**src/design/gssp_pkg.sv**
```systemverilog
// ----------------------------------------------------------------------------
// gssp_pkg
// Shared constants and types for the stance/swing phase mapper.
// ----------------------------------------------------------------------------
package gssp_pkg;

   localparam int unsigned FRAC_BITS = 16;
   localparam int unsigned DIV_STEPS = FRAC_BITS;
   localparam int unsigned CSR_IDX_W = 1;

   localparam longint unsigned ONE_Q = 64'd1 << FRAC_BITS;

   localparam logic [FRAC_BITS-1:0] DF_MAX   = FRAC_BITS'((ONE_Q * 9999) / 10000);
   localparam logic [FRAC_BITS-1:0] DF_MIN   = FRAC_BITS'(1);
   localparam logic [FRAC_BITS-1:0] DF_RESET = FRAC_BITS'((ONE_Q * 62) / 100);
   localparam logic [FRAC_BITS-1:0] ST_RESET = '0;
   localparam logic [FRAC_BITS-1:0] PROG_MAX = '1;

   typedef enum logic [CSR_IDX_W-1:0] {
      CSR_DUTY_FACTOR  = 1'b0,
      CSR_STEP_TRIGGER = 1'b1
   } csr_index_type;

   typedef struct packed {
      logic [FRAC_BITS-1:0] duty_factor;
      logic [FRAC_BITS-1:0] step_trigger;
   } cfg_type;

   // one division in flight: stance flag, saturation flag, divisor, remainder and partial quotient
   typedef struct packed {
      logic                 in_stance;
      logic                 sat;
      logic [FRAC_BITS-1:0] den;
      logic [FRAC_BITS-1:0] rem;
      logic [FRAC_BITS-1:0] quo;
   } div_type;

endpackage

```
**src/design/gssp_if.sv**
```systemverilog
// ----------------------------------------------------------------------------
// gssp_req_if / gssp_rsp_if
// Valid/ready channels for phase requests and stance/swing results.
// ----------------------------------------------------------------------------
interface gssp_req_if;
   logic                           valid;
   logic                           ready;
   logic [gssp_pkg::FRAC_BITS-1:0] phase;

   modport source (output valid, output phase, input ready);
   modport sink   (input valid, input phase, output ready);
endinterface

interface gssp_rsp_if;
   logic                           valid;
   logic                           ready;
   logic                           in_stance;
   logic [gssp_pkg::FRAC_BITS-1:0] stance_progress;
   logic [gssp_pkg::FRAC_BITS-1:0] swing_progress;

   modport source (output valid, output in_stance, output stance_progress,
                   output swing_progress, input ready);
   modport sink   (input valid, input in_stance, input stance_progress,
                   input swing_progress, output ready);
endinterface

```
**src/design/gssp_front.sv**
```systemverilog
// ----------------------------------------------------------------------------
// gssp_front
// Window classification of a phase request; sets up numerator and divisor.
// ----------------------------------------------------------------------------
module gssp_front (
   input  logic                           clock,
   input  logic                           reset,
   input  gssp_pkg::cfg_type              cfg,
   input  logic                           in_valid,
   output logic                           in_ready,
   input  logic [gssp_pkg::FRAC_BITS-1:0] in_phase,
   output logic                           out_valid,
   input  logic                           out_ready,
   output gssp_pkg::div_type              out_data
);

   logic                           valid_ff, valid_in;
   gssp_pkg::div_type              data_ff, data_in, calc;
   logic [gssp_pkg::FRAC_BITS:0]   end_sum;
   logic [gssp_pkg::FRAC_BITS-1:0] swing_len;
   logic [gssp_pkg::FRAC_BITS-1:0] num;
   logic                           wraps;
   logic                           ge_st;
   logic                           stance;

   assign in_ready = !valid_ff || out_ready;

   always_comb begin
      end_sum   = {1'b0, cfg.step_trigger} + {1'b0, cfg.duty_factor};
      wraps     = end_sum[gssp_pkg::FRAC_BITS] && (end_sum[gssp_pkg::FRAC_BITS-1:0] != '0);
      swing_len = '0 - cfg.duty_factor;
      ge_st     = in_phase >= cfg.step_trigger;
      if (wraps) begin
         stance = ge_st || (in_phase < end_sum[gssp_pkg::FRAC_BITS-1:0]);
      end else begin
         stance = ge_st && ({1'b0, in_phase} < end_sum);
      end
      // both wrap-around cases fall out of modulo arithmetic on the phase
      if (stance) begin
         num = in_phase - cfg.step_trigger;
      end else begin
         num = in_phase - end_sum[gssp_pkg::FRAC_BITS-1:0];
      end
      calc.in_stance = stance;
      calc.den       = stance ? cfg.duty_factor : swing_len;
      calc.rem       = num;
      calc.sat       = num >= calc.den;
      calc.quo       = '0;
   end

   always_comb begin
      valid_in = valid_ff;
      data_in  = data_ff;
      if (in_ready) begin
         valid_in = in_valid;
         data_in  = calc;
      end
   end

   always_ff @(posedge clock) begin
      if (reset) begin
         valid_ff <= 1'b0;
      end else begin
         valid_ff <= valid_in;
      end
      data_ff <= data_in;
   end

   assign out_valid = valid_ff;
   assign out_data  = data_ff;

endmodule

```
**src/design/gssp_cell.sv**
```systemverilog
// ----------------------------------------------------------------------------
// gssp_cell
// One restoring-division step: resolves one quotient bit per stage.
// ----------------------------------------------------------------------------
module gssp_cell (
   input  logic              clock,
   input  logic              reset,
   input  logic              in_valid,
   output logic              in_ready,
   input  gssp_pkg::div_type in_data,
   output logic              out_valid,
   input  logic              out_ready,
   output gssp_pkg::div_type out_data
);

   logic                         valid_ff, valid_in;
   gssp_pkg::div_type            data_ff, data_in, stepped;
   logic [gssp_pkg::FRAC_BITS:0] shifted;
   logic [gssp_pkg::FRAC_BITS:0] diff;
   logic                         take;

   assign in_ready = !valid_ff || out_ready;

   always_comb begin
      shifted     = {in_data.rem, 1'b0};
      diff        = shifted - {1'b0, in_data.den};
      take        = shifted >= {1'b0, in_data.den};
      stepped     = in_data;
      stepped.rem = take ? diff[gssp_pkg::FRAC_BITS-1:0] : shifted[gssp_pkg::FRAC_BITS-1:0];
      stepped.quo = {in_data.quo[gssp_pkg::FRAC_BITS-2:0], take};
   end

   always_comb begin
      valid_in = valid_ff;
      data_in  = data_ff;
      if (in_ready) begin
         valid_in = in_valid;
         data_in  = stepped;
      end
   end

   always_ff @(posedge clock) begin
      if (reset) begin
         valid_ff <= 1'b0;
      end else begin
         valid_ff <= valid_in;
      end
      data_ff <= data_in;
   end

   assign out_valid = valid_ff;
   assign out_data  = data_ff;

endmodule

```
**src/design/gait_stance_swing_phase.sv**
```systemverilog
// Gait stance/swing phase mapper. One phase request is taken every cycle while
// the row is not stalled. A front register classifies the phase against
// the stance window, a row of 16 division cells resolves the normalised
// progress one quotient bit per cell, and one output register holds the
// result. A stalled result holds the row in place; gaps in the row close up
// while the output waits. Configuration writes are clamped on entry.
// ----------------------------------------------------------------------------
// gait_stance_swing_phase
// Top level: configuration registers, front stage, division row, output.
// ----------------------------------------------------------------------------
module gait_stance_swing_phase (
   input  logic                           clock,
   input  logic                           reset,
   gssp_req_if.sink                       req_ch,
   gssp_rsp_if.source                     rsp_ch,
   input  logic                           csr_write_enable,
   input  logic [gssp_pkg::CSR_IDX_W-1:0] csr_index,
   input  logic [gssp_pkg::FRAC_BITS-1:0] csr_write_data
);

   gssp_pkg::cfg_type              cfg_ff, cfg_in;
   logic [gssp_pkg::FRAC_BITS-1:0] wr_hi;

   logic              link_valid [0:gssp_pkg::DIV_STEPS];
   logic              link_ready [0:gssp_pkg::DIV_STEPS];
   gssp_pkg::div_type link_data  [0:gssp_pkg::DIV_STEPS];

   logic                           rsp_valid_ff, rsp_valid_in;
   logic                           in_stance_ff, in_stance_in;
   logic [gssp_pkg::FRAC_BITS-1:0] stance_prog_ff, stance_prog_in;
   logic [gssp_pkg::FRAC_BITS-1:0] swing_prog_ff, swing_prog_in;
   logic [gssp_pkg::FRAC_BITS-1:0] quotient;
   logic                           out_ready;

   // register writes, clamped
   always_comb begin
      cfg_in = cfg_ff;
      wr_hi  = (csr_write_data > gssp_pkg::DF_MAX) ? gssp_pkg::DF_MAX : csr_write_data;
      if (csr_write_enable) begin
         case (gssp_pkg::csr_index_type'(csr_index))
            gssp_pkg::CSR_DUTY_FACTOR: begin
               cfg_in.duty_factor = (wr_hi < gssp_pkg::DF_MIN) ? gssp_pkg::DF_MIN : wr_hi;
            end
            gssp_pkg::CSR_STEP_TRIGGER: begin
               cfg_in.step_trigger = wr_hi;
            end
            default: begin
               cfg_in = cfg_ff;
            end
         endcase
      end
   end

   always_ff @(posedge clock) begin
      if (reset) begin
         cfg_ff.duty_factor  <= gssp_pkg::DF_RESET;
         cfg_ff.step_trigger <= gssp_pkg::ST_RESET;
      end else begin
         cfg_ff <= cfg_in;
      end
   end

   gssp_front u_front (
      .clock     (clock),
      .reset     (reset),
      .cfg       (cfg_ff),
      .in_valid  (req_ch.valid),
      .in_ready  (req_ch.ready),
      .in_phase  (req_ch.phase),
      .out_valid (link_valid[0]),
      .out_ready (link_ready[0]),
      .out_data  (link_data[0])
   );

   for (genvar i = 0; i < gssp_pkg::DIV_STEPS; i++) begin : g_cell
      gssp_cell u_cell (
         .clock     (clock),
         .reset     (reset),
         .in_valid  (link_valid[i]),
         .in_ready  (link_ready[i]),
         .in_data   (link_data[i]),
         .out_valid (link_valid[i+1]),
         .out_ready (link_ready[i+1]),
         .out_data  (link_data[i+1])
      );
   end

   // output register
   assign out_ready                            = !rsp_valid_ff || rsp_ch.ready;
   assign link_ready[gssp_pkg::DIV_STEPS]      = out_ready;

   always_comb begin
      quotient = link_data[gssp_pkg::DIV_STEPS].sat ? gssp_pkg::PROG_MAX
                                                    : link_data[gssp_pkg::DIV_STEPS].quo;
      rsp_valid_in   = rsp_valid_ff;
      in_stance_in   = in_stance_ff;
      stance_prog_in = stance_prog_ff;
      swing_prog_in  = swing_prog_ff;
      if (out_ready) begin
         rsp_valid_in   = link_valid[gssp_pkg::DIV_STEPS];
         in_stance_in   = link_data[gssp_pkg::DIV_STEPS].in_stance;
         stance_prog_in = link_data[gssp_pkg::DIV_STEPS].in_stance ? quotient : '0;
         swing_prog_in  = link_data[gssp_pkg::DIV_STEPS].in_stance ? '0 : quotient;
      end
   end

   always_ff @(posedge clock) begin
      if (reset) begin
         rsp_valid_ff <= 1'b0;
      end else begin
         rsp_valid_ff <= rsp_valid_in;
      end
      in_stance_ff   <= in_stance_in;
      stance_prog_ff <= stance_prog_in;
      swing_prog_ff  <= swing_prog_in;
   end

   assign rsp_ch.valid           = rsp_valid_ff;
   assign rsp_ch.in_stance       = in_stance_ff;
   assign rsp_ch.stance_progress = stance_prog_ff;
   assign rsp_ch.swing_progress  = swing_prog_ff;

`ifndef SYNTHESIS
   a_stance_no_swing : assert property (@(posedge clock) disable iff (reset)
      (rsp_ch.valid && rsp_ch.in_stance) |-> (rsp_ch.swing_progress == '0))
      else $error("swing progress non-zero during stance");

   a_swing_no_stance : assert property (@(posedge clock) disable iff (reset)
      (rsp_ch.valid && !rsp_ch.in_stance) |-> (rsp_ch.stance_progress == '0))
      else $error("stance progress non-zero during swing");

   a_duty_in_range : assert property (@(posedge clock) disable iff (reset)
      $past(csr_write_enable) |-> ((cfg_ff.duty_factor >= gssp_pkg::DF_MIN) &&
                                  (cfg_ff.duty_factor <= gssp_pkg::DF_MAX) &&
                                  (cfg_ff.step_trigger <= gssp_pkg::DF_MAX)))
      else $error("configuration register outside clamp range");

   a_result_holds : assert property (@(posedge clock) disable iff (reset)
      (link_valid[gssp_pkg::DIV_STEPS] && !out_ready) |=>
         link_valid[gssp_pkg::DIV_STEPS])
      else $error("result dropped from division row under back-pressure");
`endif

endmodule
```
**src/flat_wrapper.sv**
```systemverilog
// flat-port wrapper written by rule: the top's interface ports become plain ports
module gait_stance_swing_phase_flat 
  (clock, reset, csr_write_enable, csr_index, csr_write_data, req_ch_valid, req_ch_phase, req_ch_ready, rsp_ch_valid, rsp_ch_in_stance, rsp_ch_stance_progress, rsp_ch_swing_progress, rsp_ch_ready);
  gssp_req_if req_ch_i ();
  gssp_rsp_if rsp_ch_i ();
  input  logic clock;
  input  logic reset;
  input  logic csr_write_enable;
  input  logic [gssp_pkg::CSR_IDX_W-1:0] csr_index;
  input  logic [gssp_pkg::FRAC_BITS-1:0] csr_write_data;
  input wire logic [$bits(req_ch_i.valid)-1:0] req_ch_valid;
  input wire logic [$bits(req_ch_i.phase)-1:0] req_ch_phase;
  output wire logic [$bits(req_ch_i.ready)-1:0] req_ch_ready;
  output wire logic [$bits(rsp_ch_i.valid)-1:0] rsp_ch_valid;
  output wire logic [$bits(rsp_ch_i.in_stance)-1:0] rsp_ch_in_stance;
  output wire logic [$bits(rsp_ch_i.stance_progress)-1:0] rsp_ch_stance_progress;
  output wire logic [$bits(rsp_ch_i.swing_progress)-1:0] rsp_ch_swing_progress;
  input wire logic [$bits(rsp_ch_i.ready)-1:0] rsp_ch_ready;
  assign req_ch_i.valid = req_ch_valid;
  assign req_ch_i.phase = req_ch_phase;
  assign req_ch_ready = req_ch_i.ready;
  assign rsp_ch_valid = rsp_ch_i.valid;
  assign rsp_ch_in_stance = rsp_ch_i.in_stance;
  assign rsp_ch_stance_progress = rsp_ch_i.stance_progress;
  assign rsp_ch_swing_progress = rsp_ch_i.swing_progress;
  assign rsp_ch_i.ready = rsp_ch_ready;
  gait_stance_swing_phase u_core (.clock(clock), .reset(reset), .req_ch(req_ch_i), .rsp_ch(rsp_ch_i), .csr_write_enable(csr_write_enable), .csr_index(csr_index), .csr_write_data(csr_write_data));
endmodule
```
**config.mk**
```make
export PLATFORM = sky130hd
export DESIGN_NAME = gait_stance_swing_phase_flat
export DESIGN_NICKNAME = d
export VERILOG_FILES = /design/src/design/gssp_pkg.sv /design/src/design/gssp_if.sv /design/src/design/gssp_front.sv /design/src/design/gssp_cell.sv /design/src/design/gait_stance_swing_phase.sv /design/src/flat_wrapper.sv
export SDC_FILE = /design/constraint.sdc
export NUM_CORES = 1
export LEC_CHECK = 0
export ABC_AREA = 1
export BUFFER_PORTS_ARGS = -buffer_cell sky130_fd_sc_hd__buf_2
export CAP_MARGIN = 0
export CORE_UTILIZATION = 55
export DETAILED_ROUTE_END_ITERATION = 10
export PLACE_DENSITY = 0.84
export SYNTH_ARGS = -nofsm -noshare
export SYNTH_HDL_FRONTEND = slang
export SYNTH_SLANG_ARGS = --single-unit
```
**constraint.sdc**
```tcl
create_clock -name clock -period 8.2 [get_ports clock]
set_clock_uncertainty 0.15 [all_clocks]
set_input_delay 1.64 -clock clock [delete_from_list [all_inputs] [get_ports clock]]
set_output_delay 1.64 -clock clock [all_outputs]
set_load 0.01 [all_outputs]
```
==> qor.csv, run 1 <==
stage;metric;value;unit
outcome;status;completed;
yosys;syn_area_per_cell;10.5;um^2
cts;CTS tree;done;
setup_path;Largest stage delay, worst path;0.58;ns
sta;Rel. slew slack;20.0;%
global_routing;global-route wire length before repair;135000;um
cts;Max Root-Sink Buffers;3;
cells_and_area;n_diodes;0;
flow_run;Max-Cap Viols;0;
route;post-route ant nets;0;
cells_and_area;nets;4318;
route;DR pass1 iterations;6;
setup_path;crit path DAT;5.22;ns
setup_path;Critical Path End Type;output pin;
floorplan;Starting Density;55.6;%
sta;unrepaired setup endpoints after global routing;no;
sta;final setup violating endpoints;0;
cts;CTS Hold Bufs;0;
floorplan;row cnt;99;
setup_path;Critical-path top delay cell;nand4_4;
sta;Final period util;85.5;%
cells_and_area;share of layout cells above drive strength 1;6.86;%
cells_and_area;synth-to-layout area growth;9.70;%
yosys;FF+latch count, synth;765;
setup_path;r2r setup slk;2.53;ns
cts;Sink Count;765;
cts;clock latency on the worst-skew pair;0.63;ns
route;# DRC;0;
sta;Fin. Hold Viols;0;
hold_path;Hold Crit Class;reg2reg;
setup_path;WP depth;16;
sta;Tmin final;7.01;ns
route;Initial DRC Count;2050;
cts;number of H-tree levels;3;
cts;clock-pin slew on the worst setup and hold paths;0.06;ns
cells_and_area;Non-Filler Instances;4969;
cts;Num CTS Buffers;80;
floorplan;DIE HEIGHT;273;um
global_routing;initial antenna violation count;1;
sta;setup TNS;0;ns
global_routing;vias in the first global route;27315;
setup_path;Setup CP Type;in2out;
floorplan;core area;0.0730;mm^2
sta;Tightest Pin Transition;1.20;ns
route;Vias/cell;5.58;
setup_path;CP cell instances;buf_2 > inv_1 > nand2_2 > nor2_4 > nand2_4 > nor2_4 > nand2_2 > nor2_4 > nand2_2 > nor2_4 > nand4_4 > nor2_4 > nand3_4 > nor2_4 > nand4_4 > buf_2;
cts;CTS root buffer;clkbuf_16;
placement;cell total after placement;4822;
route;Avg WL per Cell;16.9;um
route;DR vias;27709;
setup_path;Req. time, crit path;6.41;ns
cts;Post-CTS Setup Inserts;0;
yosys;Unique masters post-synth;55;
sta;fin. max-slew vios;0;
setup_path;Critical Path Most Common Cell;nor2_4;
floorplan;num ports;73;
pwr;Max IR drop VDD;0.000255;V
setup_path;Startpoint Class;input pin;
pwr;Leak Pwr;19.1;nW
yosys;Yosys warnings;0;
setup_path;Max Fanout on Critical Path;51;
floorplan;die footprint;0.0748;mm^2
global_routing;largest net degree at the start of global routing;54;
hold_path;Hold Path Stages;0;
global_routing;GRT Overall Usage;22.6;%
yosys;post-synthesis cell area;0.0405;mm^2
setup_path;worst reg-to-reg path cell count;31;
yosys;Post-Synthesis Cells;3848;
yosys;sequential-to-total area share from yosys stat;55.4;%
global_routing;aggregate global routing overflow;0;
floorplan;die width;273;um
placement;input/output buffers;72;
setup_path;cell family with most CP delay;simple AND/OR/NAND/NOR gates;
pwr;Power per Cell Area;459;mW/mm^2
yosys;Syn Nets;4221;
cts;post-cts sizing count;0;
route;Routed WL;83800;um
placement;Post-DP HPWL;62400;um
setup_path;buffers and inverters on the worst path;3;
sta;fmax;143;MHz
cells_and_area;Final Core Density;61.0;%
placement;gpl congestion;0.921;
## path summary, 6_finish.rpt
check	from	to
max	rsp_ch_ready	req_ch_ready
min	u_core.g_cell[9].u_cell.out_data[7]$_DFFE_PP_	u_core.g_cell[10].u_cell.out_data[8]$_DFFE_PP_
max reg2reg	u_core.cfg_ff[16]$_SDFFE_PP0P_	u_core.u_front.out_data[48]$_DFFE_PP_
min reg2reg	u_core.g_cell[9].u_cell.out_data[7]$_DFFE_PP_	u_core.g_cell[10].u_cell.out_data[8]$_DFFE_PP_
## cell usage in the layout, fill, tap and decap left out, drive strengths merged
cell,instances
a2111oi,1
a211oi,11
a21boi,18
a21o,26
a21oi,301
a221oi,15
a311oi,6
a31oi,35
buf,83
bufinv,6
clkbuf,107
clkinv,26
clkinvlp,3
dfxtp,50
edfxtp,715
fa,18
ha,317
inv,571
nand2,670
nand3,114
nand3b,4
nand4,27
nor2,149
nor3,47
nor3b,1
nor4,10
nor4b,5
o2111ai,8
o211ai,17
o21a,14
o21ai,370
o21bai,12
o311ai,2
o31ai,4
o41ai,4
or2,1
xnor2,109
xor2,133
## state kept, by name, summed over array words and instances (netlist names)
register,count
u_core.g_cell.u_cell.out_data,648
u_core.u_front.out_data,34
u_core.rsp_ch.swing_progress,16
u_core.rsp_ch.stance_progress,16
u_core.rsp_ch.valid,1
u_core.cfg_ff,32
u_core.g_cell.u_cell.out_valid,16
u_core.rsp_ch.in_stance,1
u_core.u_front.out_valid,1
## through the flow
| step | hold slack [ns] | instance area (um^2) | total power, mW | setup WS, ns |
|---|---|---|---|---|
| global placement | 0.250 | 41800 | 16.1 | 1.30 |
| CTS | 0.256 | 44500 | 20.3 | 1.13 |
| global route | 0.260 | 44500 | 21.9 | 0.847 |
| finish | 0.255 | 44500 | 20.4 | 1.19 |
| detailed placement | 0.255 | 41800 | 16.6 | 1.14 |
| floorplan | 0.250 | 40600 | 14.4 | 0.0944 |
## cell usage after synthesis (all sizes together)
cell type  number  area share (%)
edfxtp        715              53
nand2         670             6.5
inv           565             5.2
o21ai         370             4.6
ha            317             9.8
a21oi         301             3.7
nor2          149             1.5
xor2          133             2.9
nand3         114             1.5
xnor2         109             2.4
dfxtp          50             2.5
nor3           47            0.59
buf            37            0.65
a31oi          35            0.54
clkbuf         31            0.30
nand4          27            0.48
a21o           26            0.48
a21boi         18            0.33
fa             18            0.89
o211ai         17            0.31
a221oi         15            0.32
o21a           14            0.26
o21bai         12            0.23
a211oi         11            0.20
nor4           10            0.15
o2111ai         8            0.17
a311oi          6            0.13
nor4b           5            0.11
nand3b          4           0.074
o31ai           4           0.086
o41ai           4           0.086
o311ai          2           0.043
a2111oi         1           0.022
clkinv          1          0.0093
nor3b           1           0.019
or2             1           0.015
## logic make-up (layout without fill, tap and decap cells)
group / Yosys count / count (layout) / synth area share (%)
AOI/OAI and AO/OA: 844 / 844 / 11.5
DFF: 765 / 765 / 55.4
buffers and inverters: 634 / 796 / 6.18
and+or+nand+nor: 1028 / 1028 / 11.0
xor gates and xnor gates: 242 / 242 / 5.23
adders and majority gates: 335 / 335 / 10.7
## metal layers
metal | vias to the layer above | GRT usage [%] | wire (um)
met5 | - | 0 | 0
met4 | 0 | 9.32 | 3270
met3 | 237 | 3.28 | 4550
met2 | 946 | 41.6 | 43100
met1 | 12965 | 26.0 | 32900
li1 | 13561 | - | -
## power breakdown
part	internal (mW)	total, mW	switching [mW]
registers	6.72	7.67	0.945
clock network	2.11	3.62	1.51
logic	3.55	9.13	5.58
total	12.4	20.4	8.03
## layout make-up
| cell class | count | area [um^2] |
|---|---|---|
| clock buffers | 107 | 2220 |
| clock inverters | 40 | 433 |
| fillers | 5457 | 28500 |
| inverters | 566 | 2120 |
| multi-input cells | 2449 | 15600 |
| flip-flops and latches | 765 | 22500 |
| well taps | 959 | 1200 |
| repair buffers | 83 | 443 |
Power figures use the tool's default switching activity.
==> run 2: changes to the inputs <==
==> constraint.sdc (replaced) <==
create_clock -name clock -period 8.2 [get_ports clock]
set_clock_uncertainty 0.15 [all_clocks]
set_input_delay 2.46 -clock clock [delete_from_list [all_inputs] [get_ports clock]]
set_output_delay 2.46 -clock clock [all_outputs]
set_load 0.01 [all_outputs]
==> run 2 against run 1 <==
Net effect: total power grew 0.22%; utilization grew 0.18 points; non-clock buffer count up 4; routed wire length rose by 0.39%; register-to-register slack worse by 0.24 ns; hold slack got worse by 0.011 ns; sequential power about the same; die area stayed put; critical path depth unchanged; first-iteration DRC count rose by 4.6%; maximum frequency shrank 12%.
==> qor.csv, run 2 (synthesis gave the netlist of run 1 again) <==
stage;metric;value;unit;change
outcome;status;completed;;
cells_and_area;max reg flops;648;;unchanged
cts;Sink Count;765;;unchanged
placement;input/output buffers;72;;unchanged
setup_path;Max Fanout on Critical Path;49;;-3.9%
global_routing;initial antenna violation count;0;;-1
route;DR vias;27767;;+0.21%
cts;clock-pin slew on the worst setup and hold paths;0.06;ns;about the same
pwr;P_int;12.4;mW;+0.34%
sta;Rel. slew slack;24.9;%;+4.9 points
route;post-route ant nets;0;;unchanged
setup_path;Startpoint Class;input pin;;
global_routing;vias in the first global route;27196;;-0.44%
cells_and_area;FILL cells;5422;;-0.64%
pwr;Clock power frac;18.0;%;+0.3 points
floorplan;num ports;73;;unchanged
pwr;Leak Pwr;19.1;nW;+0.12%
pwr;net switching fraction of the power;39.3;%;-0.068 points
setup_path;Critical Path End Type;output pin;;
route;Initial DRC Count;2144;;+4.6%
cts;Num CTS Buffers;78;;-2.5%
floorplan;row cnt;99;;unchanged
pwr;Power per Cell Area;459;mW/mm^2;about the same
cells_and_area;n_diodes;0;;unchanged
sta;Final period util;97.0;%;+11 points
hold_path;Hold Path Stages;0;;unchanged
floorplan;Starting Density;55.6;%;unchanged
setup_path;worst reg-to-reg path cell count;31;;unchanged
cells_and_area;most common cell after layout, fill and taps aside;edfxtp_1;;
cells_and_area;share of layout cells above drive strength 1;6.91;%;+0.050 points
setup_path;r2r setup slk;2.29;ns;-0.24 ns
global_routing;met2 Resource Use GR;41.7;%;+0.11 points
hold_path;hold wc startpoint;u_core.g_cell[11].u_cell.out_data[49]$_DFFE_PP_;;
route;Avg WL per Cell;16.9;um;+0.39%
setup_path;reg2reg end;u_core.u_front.out_data[48]$_DFFE_PP_;;
pwr;sequential power share;37.5;%;about the same
route;Vias/cell;5.59;;+0.21%
setup_path;FF-to-FF Start;u_core.cfg_ff[16]$_SDFFE_PP0P_;;
cts;Max Root-Sink Buffers;3;;unchanged
pwr;Net Sw Power;8.03;mW;about the same
global_routing;most used routing layer;met2;;
cells_and_area;FF+latch area;0.0225;mm^2;unchanged
floorplan;DIE HEIGHT;273;um;unchanged
pwr;Combinational Power Share;44.5;%;-0.2 points
sta;Fin. Hold Viols;0;;unchanged
cts;CTS root buffer;clkbuf_16;;
route;# DRC;0;;unchanged
flow_run;Max-Cap Viols;0;;unchanged
hold_path;WHS Endpoint;u_core.g_cell[12].u_cell.out_data[49]$_DFFE_PP_;;
sta;fin. max-slew vios;0;;unchanged
setup_path;Req. time, crit path;5.59;ns;-0.82 ns
global_routing;largest net degree at the start of global routing;54;;unchanged
cts;CTS tree;done;;
floorplan;die footprint;0.0748;mm^2;unchanged
sta;final setup violating endpoints;0;;unchanged
cells_and_area;nets;4320;;+0.046%
cts;number of H-tree levels;3;;unchanged
sta;WHS;0.243;ns;-0.0114 ns
global_routing;GRT Overall Usage;22.7;%;+0.13 points
global_routing;met3 global-route usage;3.18;%;-0.11 points
floorplan;core area;0.0730;mm^2;unchanged
setup_path;Setup CP Type;in2out;;
cells_and_area;most frequent cells in the layout;715 x edfxtp_1, 632 x nand2_1, 553 x inv_1;;
route;DR pass1 iterations;7;;+1
cells_and_area;synth-to-layout area growth;10.0;%;
hold_path;Hold Crit Class;reg2reg;;
pwr;Max IR drop VDD;0.000299;V;+18%
cells_and_area;Multi-input gate area;0.0156;mm^2;+0.32%
global_routing;global-route wire length before repair;136000;um;+0.45%
setup_path;crit path DAT;5.34;ns;+0.12 ns
global_routing;GRT met1 Usage;26.3;%;+0.31 points
cts;clock latency on the worst-skew pair;0.64;ns;about the same
sta;Tmin final;7.95;ns;+0.941 ns
cells_and_area;Final Core Density;61.1;%;+0.18 points
placement;gpl congestion;0.939;;+1.9%
route;Routed WL;84100;um;+0.39%
floorplan;die width;273;um;unchanged
global_routing;aggregate global routing overflow;0;;unchanged
sta;Tightest Pin Transition;1.12;ns;-0.0730 ns
placement;Post-DP HPWL;62200;um;-0.27%
sta;fmax;126;MHz;-12%
[run 2: changes by cell type in the layout (fill, tap and decap cells not counted), moves of 2 or more]
| cell | before | now |
|---|---|---|
| inv_6 | 5 | 3 |
| nand2_2 | 34 | 31 |
| clkinv_16 | 1 | 5 |
| nand2_8 | 1 | 5 |
| clkinv_4 | 3 | 0 |
| clkbuf_16 | 83 | 78 |
| clkinv_2 | 9 | 13 |
| bufinv_16 | 6 | 11 |
| buf_4 | 11 | 15 |
| clkbuf_8 | 5 | 2 |
[run 2: area by class of cell]
cell class | count | area share (%)
inverters | 566 | 4.76
well taps | 959 | 2.69
repair buffers | 87 | 1.06
multi-input cells | 2449 | 35.0
flip-flops and latches | 765 | 50.4
clock buffers | 98 | 4.59
clock inverters | 45 | 1.47
[run 2: worst max path at each step]
stage / startpoint / endpoint / cells past startpoint
floorplan: rsp_ch_ready / req_ch_ready / 14
global placement: rsp_ch_ready / req_ch_ready / 16
detailed placement: rsp_ch_ready / req_ch_ready / 16
CTS: rsp_ch_ready / req_ch_ready / 16
global route: rsp_ch_ready / req_ch_ready / 16
finish: rsp_ch_ready / req_ch_ready / 16
[run 2: routing by layer]
metal / vias to the layer above / wire, um / part of all wire (%)
met2: 858 / 43700 / 52
met3: 239 / 4050 / 4.8
met4: 0 / 3390 / 4.0
met1: 13107 / 33000 / 39
met5: - / 0 / 0
li1: 13563 / - / -
[run 2: timing repair]
item	4_1_cts	5_1_grt
setup endpoints to repair	0	1
setup buffers	0	3
hold buffers	0	0
gates resized for setup	0	0
[run 2: power by group through the flow]
stage                     combinational, mW  clock (mW)  sequential [mW]
after CTS                              8.99        3.74             7.67
after global placement                 8.44           0             7.65
after detailed placement               8.81           0             7.72
final                                  9.09        3.68             7.68
after floorplan                        7.12           0             7.27
after global routing                   10.2        3.89             7.81
[run 2: per-stage QoR]
stage	setup WS (ns)	cell area (um^2)	TNS, ns	instances	total power [mW]
finish	0.247	44600	0	4969	20.5
global route	-0.0138	44600	-0.0138	4969	21.9
CTS	0.182	44600	0	4966	20.4
detailed placement	0.208	41900	0	4823	16.5
global placement	0.358	41900	0	4823	16.1
floorplan	-0.568	40600	-0.568	3848	14.4
[run 2: worst max-delay path, stage by stage]
cell	delay (ns)
buf_2	0.09
inv_1	0.13
nand2_8	0.21
nor2_4	0.23
nand2_8	0.07
nor2_4	0.18
nand2_8	0.24
nor2_4	0.25
nand2_8	0.25
nor2_4	0.28
nand4_4	0.14
nor2_4	0.18
nand3_4	0.12
nor2_4	0.22
nand4_4	0.11
buf_2	0.15
